$ cat config.mk
export PLATFORM = sky130hd
export DESIGN_NAME = abs_datapath
export DESIGN_NICKNAME = d
export VERILOG_FILES = /design/src/rtl/abs_pkg.sv /design/src/rtl/abs_datapath.sv
export SDC_FILE = /design/constraint.sdc
export NUM_CORES = 2
export LEC_CHECK = 0
export BUFFER_PORTS_ARGS = -buffer_cell sky130_fd_sc_hd__buf_2
export CAP_MARGIN = 20
export CORE_MARGIN = 4
export CORE_UTILIZATION = 35
export DETAILED_ROUTE_END_ITERATION = 12
export PLACE_DENSITY_LB_ADDON = 0.15
export SYNTH_ARGS = -nofsm -noshare
export SYNTH_HDL_FRONTEND = slang
export SYNTH_SLANG_ARGS = --single-unit
$ cat constraint.sdc
create_clock -name vclk -period 13.7
set_input_delay 0.685 -clock vclk [all_inputs]
set_output_delay 0.685 -clock vclk [all_outputs]
set_load 0.01 [all_outputs]
$ cat src/rtl/abs_pkg.sv
package abs_pkg;

    localparam int MAX_PIXELS = 65536;
    localparam int ADDR_W     = $clog2(MAX_PIXELS);

    localparam int PIX_W     = 8;
    localparam int BG_W      = 16;
    localparam int CFG_W     = 9;
    localparam int CFG_IDX_W = 3;

    // product of a Q8.8 entry and a 9-bit factor
    localparam int PROD_W    = BG_W + CFG_W;

    // register indexes on the configuration port
    localparam logic [CFG_IDX_W-1:0] REG_LEARN_RATE  = 3'd0;
    localparam logic [CFG_IDX_W-1:0] REG_FG_RATE     = 3'd1;
    localparam logic [CFG_IDX_W-1:0] REG_BG_RATE     = 3'd2;
    localparam logic [CFG_IDX_W-1:0] REG_UPPER_RATIO = 3'd3;
    localparam logic [CFG_IDX_W-1:0] REG_LOWER_RATIO = 3'd4;

    localparam logic [CFG_W-1:0] RST_LEARN_RATE  = 9'd51;
    localparam logic [CFG_W-1:0] RST_FG_RATE     = 9'd5;
    localparam logic [CFG_W-1:0] RST_BG_RATE     = 9'd26;
    localparam logic [CFG_W-1:0] RST_UPPER_RATIO = 9'd294;
    localparam logic [CFG_W-1:0] RST_LOWER_RATIO = 9'd218;

    // unity blend weight, 1.0 in units of 1/256
    localparam logic [CFG_W-1:0] RATE_ONE = 9'd256;

    typedef struct packed {
        logic [CFG_W-1:0] learn_rate;
        logic [CFG_W-1:0] fg_rate;
        logic [CFG_W-1:0] bg_rate;
        logic [CFG_W-1:0] upper_ratio;
        logic [CFG_W-1:0] lower_ratio;
    } cfg_t;

endpackage

$ cat src/rtl/abs_datapath.sv
module abs_datapath (
    input  abs_pkg::cfg_t                cfg,
    input  logic [abs_pkg::BG_W-1:0]     bg,
    input  logic [abs_pkg::PIX_W-1:0]    pix,
    input  logic                         detect,
    input  logic                         model_valid,
    output logic                         fg,
    output logic [abs_pkg::BG_W-1:0]     nbg
);

    // bg' = (bg*(256-r) + (pix*256)*r) >> 8, weight saturated at 256
    function automatic logic [abs_pkg::BG_W-1:0] blend(
        input logic [abs_pkg::BG_W-1:0]  b,
        input logic [abs_pkg::PIX_W-1:0] p,
        input logic [abs_pkg::CFG_W-1:0] rate
    );
        logic [abs_pkg::CFG_W-1:0]  r;
        logic [abs_pkg::CFG_W-1:0]  inv;
        logic [abs_pkg::PROD_W-1:0] keep;
        logic [abs_pkg::PROD_W-1:0] take;
        logic [abs_pkg::PROD_W:0]   sum;
        r    = (rate > abs_pkg::RATE_ONE) ? abs_pkg::RATE_ONE : rate;
        inv  = abs_pkg::RATE_ONE - r;
        keep = abs_pkg::PROD_W'(b) * abs_pkg::PROD_W'(inv);
        take = abs_pkg::PROD_W'({p, 8'd0}) * abs_pkg::PROD_W'(r);
        sum  = {1'b0, keep} + {1'b0, take};
        return sum[abs_pkg::BG_W+7:8];
    endfunction

    logic [abs_pkg::PROD_W-1:0] p16;
    logic [abs_pkg::PROD_W-1:0] upper_lim;
    logic [abs_pkg::PROD_W-1:0] lower_lim;
    logic                       outside;
    logic [abs_pkg::CFG_W-1:0]  rate_a;
    logic [abs_pkg::BG_W-1:0]   blend_a;
    logic [abs_pkg::BG_W-1:0]   blend_b;

    assign p16       = abs_pkg::PROD_W'({pix, 16'd0});
    assign upper_lim = abs_pkg::PROD_W'(bg) * abs_pkg::PROD_W'(cfg.upper_ratio);
    assign lower_lim = abs_pkg::PROD_W'(bg) * abs_pkg::PROD_W'(cfg.lower_ratio);
    assign outside   = (p16 > upper_lim) || (p16 < lower_lim);

    // both blends run in parallel; the threshold result only selects
    assign rate_a  = detect ? cfg.fg_rate : cfg.learn_rate;
    assign blend_a = blend(bg, pix, rate_a);
    assign blend_b = blend(bg, pix, cfg.bg_rate);

    always_comb
    begin
        fg  = 1'b0;
        nbg = {pix, 8'd0};
        if (model_valid)
        begin
            if (detect)
            begin
                fg  = outside;
                nbg = outside ? blend_a : blend_b;
            end
            else
            begin
                nbg = blend_a;
            end
        end
    end

endmodule

; ---- Word level (Yosys, flattened, before mapping)
; Index checks and enable logic that the tools add are counted.
; W data, S select, Z words.
[word_totals]
word_cells = 23
input_bits = 71
regBits = 0
[op_classes]
muxes = 8
order_cmp = 4
add_sub_neg = 4
n_reduce_logical = 1
n_mul = 6
[ops]
columns = operator, count
row1 = $mul A16 B9 Y25, 2
row2 = $add A24 B24 Y24, 2
row3 = $mul A16 B9 Y24, 2
row4 = $mux W16, 3
row5 = $mul A8 B9 Y16, 2
row6 = $mux W9, 3
row7 = $gt A24 B25 Y1, 1
row8 = $lt A24 B25 Y1, 1
row9 = $gt A9 B9 Y1 const B, 2
row10 = $sub A9 B9 Y9 const A, 2
row11 = $mux W1, 2
row12 = $logic_or A1 B1 Y1, 1

; ---- Depth between registers and ports, before layout
[depth]
word_depth = 9
depth_mapped = 36
ltp_nobuf = 32

; ---- Worst setup path before layout
; Ideal clock, no wire load.
[synth_path]
path_kind = input-to-output
from = input port detect
to = output port nbg[15] in the netlist's numbering
path_slack_ns = 4.779
required_time_ns = 13.015
cell_stages = 31
t_arrival_ns = 8.236
path_buffers = 5
cell_sequence = buf_4 -> buf_6 -> nor3_1 -> a21oi_1 -> or2_1 -> o21a_1 -> buf_2 -> nor2_1 -> clkbuf_1 -> inv_1 -> ha_1 -> nor3b_1 -> xnor2_1 -> clkbuf_1 -> and2_1 -> fa_1 -> fa_1 -> fa_1 -> fa_1 -> fa_1 -> ha_1 -> a21o_1 -> a21o_1 -> a2111o_1 -> o311a_1 -> a311o_1 -> a21o_1 -> a21oi_1 -> xnor2_1 -> mux2i_1 -> a21oi_1
[synth_via]
elab_chain_len = 9
word_cells_on_any_way = 10
classes_between = 2 x add/sub / 2 x mul / 1 x order compare / 5 x mux
[synth_rtl]
columns = element, line_no
row1 = "start, declared", abs_datapath.sv:5  ; input logic detect,
row2 = $mux W9, abs_datapath.sv:44  ; assign rate_a = detect ? cfg.fg_rate : cfg.learn_rate;
row3 = $gt A9 B9 Y1, abs_datapath.sv:22  ; r = (rate > abs_pkg::RATE_ONE) ? abs_pkg::RATE_ONE : rate;
row4 = $mux W9, abs_datapath.sv:22
row5 = $sub A9 B9 Y9, abs_datapath.sv:23  ; inv = abs_pkg::RATE_ONE - r;
row6 = $mul A16 B9 Y24, abs_datapath.sv:24  ; keep = abs_pkg::PROD_W'(b) * abs_pkg::PROD_W'(inv);
row7 = $add A24 B24 Y24, abs_datapath.sv:26  ; sum = {1'b0, keep} + {1'b0, take};
row8 = $mux W16, abs_datapath.sv:57  ; nbg = outside ? blend_a : blend_b;
row9 = $mux W16 *, abs_datapath.sv:54  ; if (detect)
row10 = $mux W16 *, abs_datapath.sv:52  ; if (model_valid)
row11 = "end, declared", abs_datapath.sv:8  ; output logic [abs_pkg::BG_W-1:0] nbg
; Mark *: on every way between the ends. The rest lies on a longest branch, timed or not.

; ---- Worst setup path after layout
; Ends and elaborated chain as after synthesis.

==> results.ini <==
[route]
post_drt_wl_per_cell_um=18.1
drt_iter0_markers=753
ant_nets=0
drt-total-wl_um=65500
drc=0
avgViaCountPerCell=4.97
routed-via-count=17969
first_pass_iters=8

[timing]
relSlewSlack_pct=30.9
hold_violations=0
finalSetupViolCount=0
final_max_slew_viol_count=0
post-route-min-period_ns=9.93
fin_crit_sh_pct=72.5
fmax_ghz=0.101
rsz0062_at_grt=no
tightest_slew_ns=1.03
fin_setup_tns_ns=0

[placed_design]
io_buffer_count=88
place_congestion=0.835
place_hpwl_um=50300

[worst_setup_path]
worst_setup_path_end_kind=primary output
startpoint_type=primary input
critPathLaunch=detect
cpMostUsedCell=fa_1
path_buf_inv=4
slowest_delay_ns=0.63
crit_type=in -> out
critPathMaxFanout=23
critPathArrivalTime_ns=9.24
critPathRequiredTime_ns=13.02
critical_path.top_delay_family=adder cells
cp_slowest_cell=nor2_1

[final_layout]
layout.nets=3581
design.seq.count=0
final_common_cell=inv_1
mostFrequentLayoutCells=inv_1, fa_1, and2_1, nand2_1, ha_1
nClkBuffers=0
area_growth_pct=5.17
regArea_um2=0
drive_gt1_share_pct=5.58

[clock_tree]
hold_buffers=0
post_cts_resized=0
cts_setup_buffers=0

[run_status]
status=completed

[floorplan]
io_pins=88
dieArea_um2=71800
num_rows=95
core_um2=67000
start_util_pct=35.3
dieWidth_um=268
die_h_um=268

[grt]
grt_pass1_vias=19760
track_usage_pct=18.7
grt_pass1_wl_um=107000
grt_overflow=0
grt_max_degree=37
antenna_found_initial=5

[min_path]
min_path_cells=3
hold_start=model_valid
hold_path_class=in -> out
whs_endpoint=nbg[11]

[yosys]
synthCells=2762
synth.top_cell.area_share_pct=42.7
synth_area_leader_cell=fa_1
synth.net_count=3597
syn-cell-area_um2=23700
synthTopCellsByArea=fa_1, ha_1, and2_1, inv_1, nand2_1
post_synth_num_cell_types=85
avgSynthCellArea_um2=8.56
yosysSeqAreaShare_pct=0
yosysWarnings=0

[run]
max_cap_viol_count=0

per-layer routing:
metal  share of wire, %  routed length (um)  up-vias  track usage (%)
li1                   -                   -     8296                -
met2                 50               32800      285             33.5
met1                 45               29300     9327             25.6
met4                2.1                1340        4             3.10
met3                2.9                1920       57            0.971
met5              0.021                  14        -                0
logic make-up after synthesis:
| group | count (synthesis) | synth area share [%] |
|---|---|---|
| AND/OR/NAND/NOR | 944 | 20.4 |
| adder cells (fa/ha/maj) | 764 | 56.4 |
| buffers and inverters | 695 | 11.3 |
| AO/OA/AOI/OAI | 227 | 6.80 |
| XOR/XNOR | 100 | 3.70 |
| multiplexers | 32 | 1.37 |
per-stage QoR:
step	util, %	instance area, um2	hold WS [ns]	cells	setup WS, ns
after detailed placement	37.1	24900	1.88	3617	3.74
after global placement	37.1	24900	1.86	3617	3.90
after global routing	37.1	24900	1.92	3617	3.23
after floorplan	-	23700	1.51	2762	4.78
final	37.1	24900	1.88	3618	3.77
after CTS	37.1	24900	1.87	3617	3.73
area by class of cell:
class / instances / area, um2
Timing Repair Buffer: 113 / 628
Fill cell: 7027 / 42200
Tap cell: 873 / 1090
Antenna cell: 1 / 2.50
Inverter: 564 / 2120
Multi-Input combinational cell: 2067 / 21000
cell usage after synthesis, drive strengths merged (9+ instances only):
cell    instances
a21o           25
a21oi          65
and2          380
buf             9
clkbuf        120
fa            504
ha            260
inv           564
mux2i          29
nand2         371
nand3          16
nor2           76
nor2b          19
nor3           22
o21a           17
o21ai          45
o21bai         10
xnor2          57
xor2           43
worst max path at each step:
stage | end | slack, ns | cells past startpoint
after floorplan | nbg[15] | 4.78 | 31
after global placement | nbg[15] | 3.90 | 30
after detailed placement | nbg[15] | 3.74 | 30
after CTS | nbg[15] | 3.73 | 30
after global routing | nbg[15] | 3.23 | 31
final | nbg[15] | 3.77 | 30
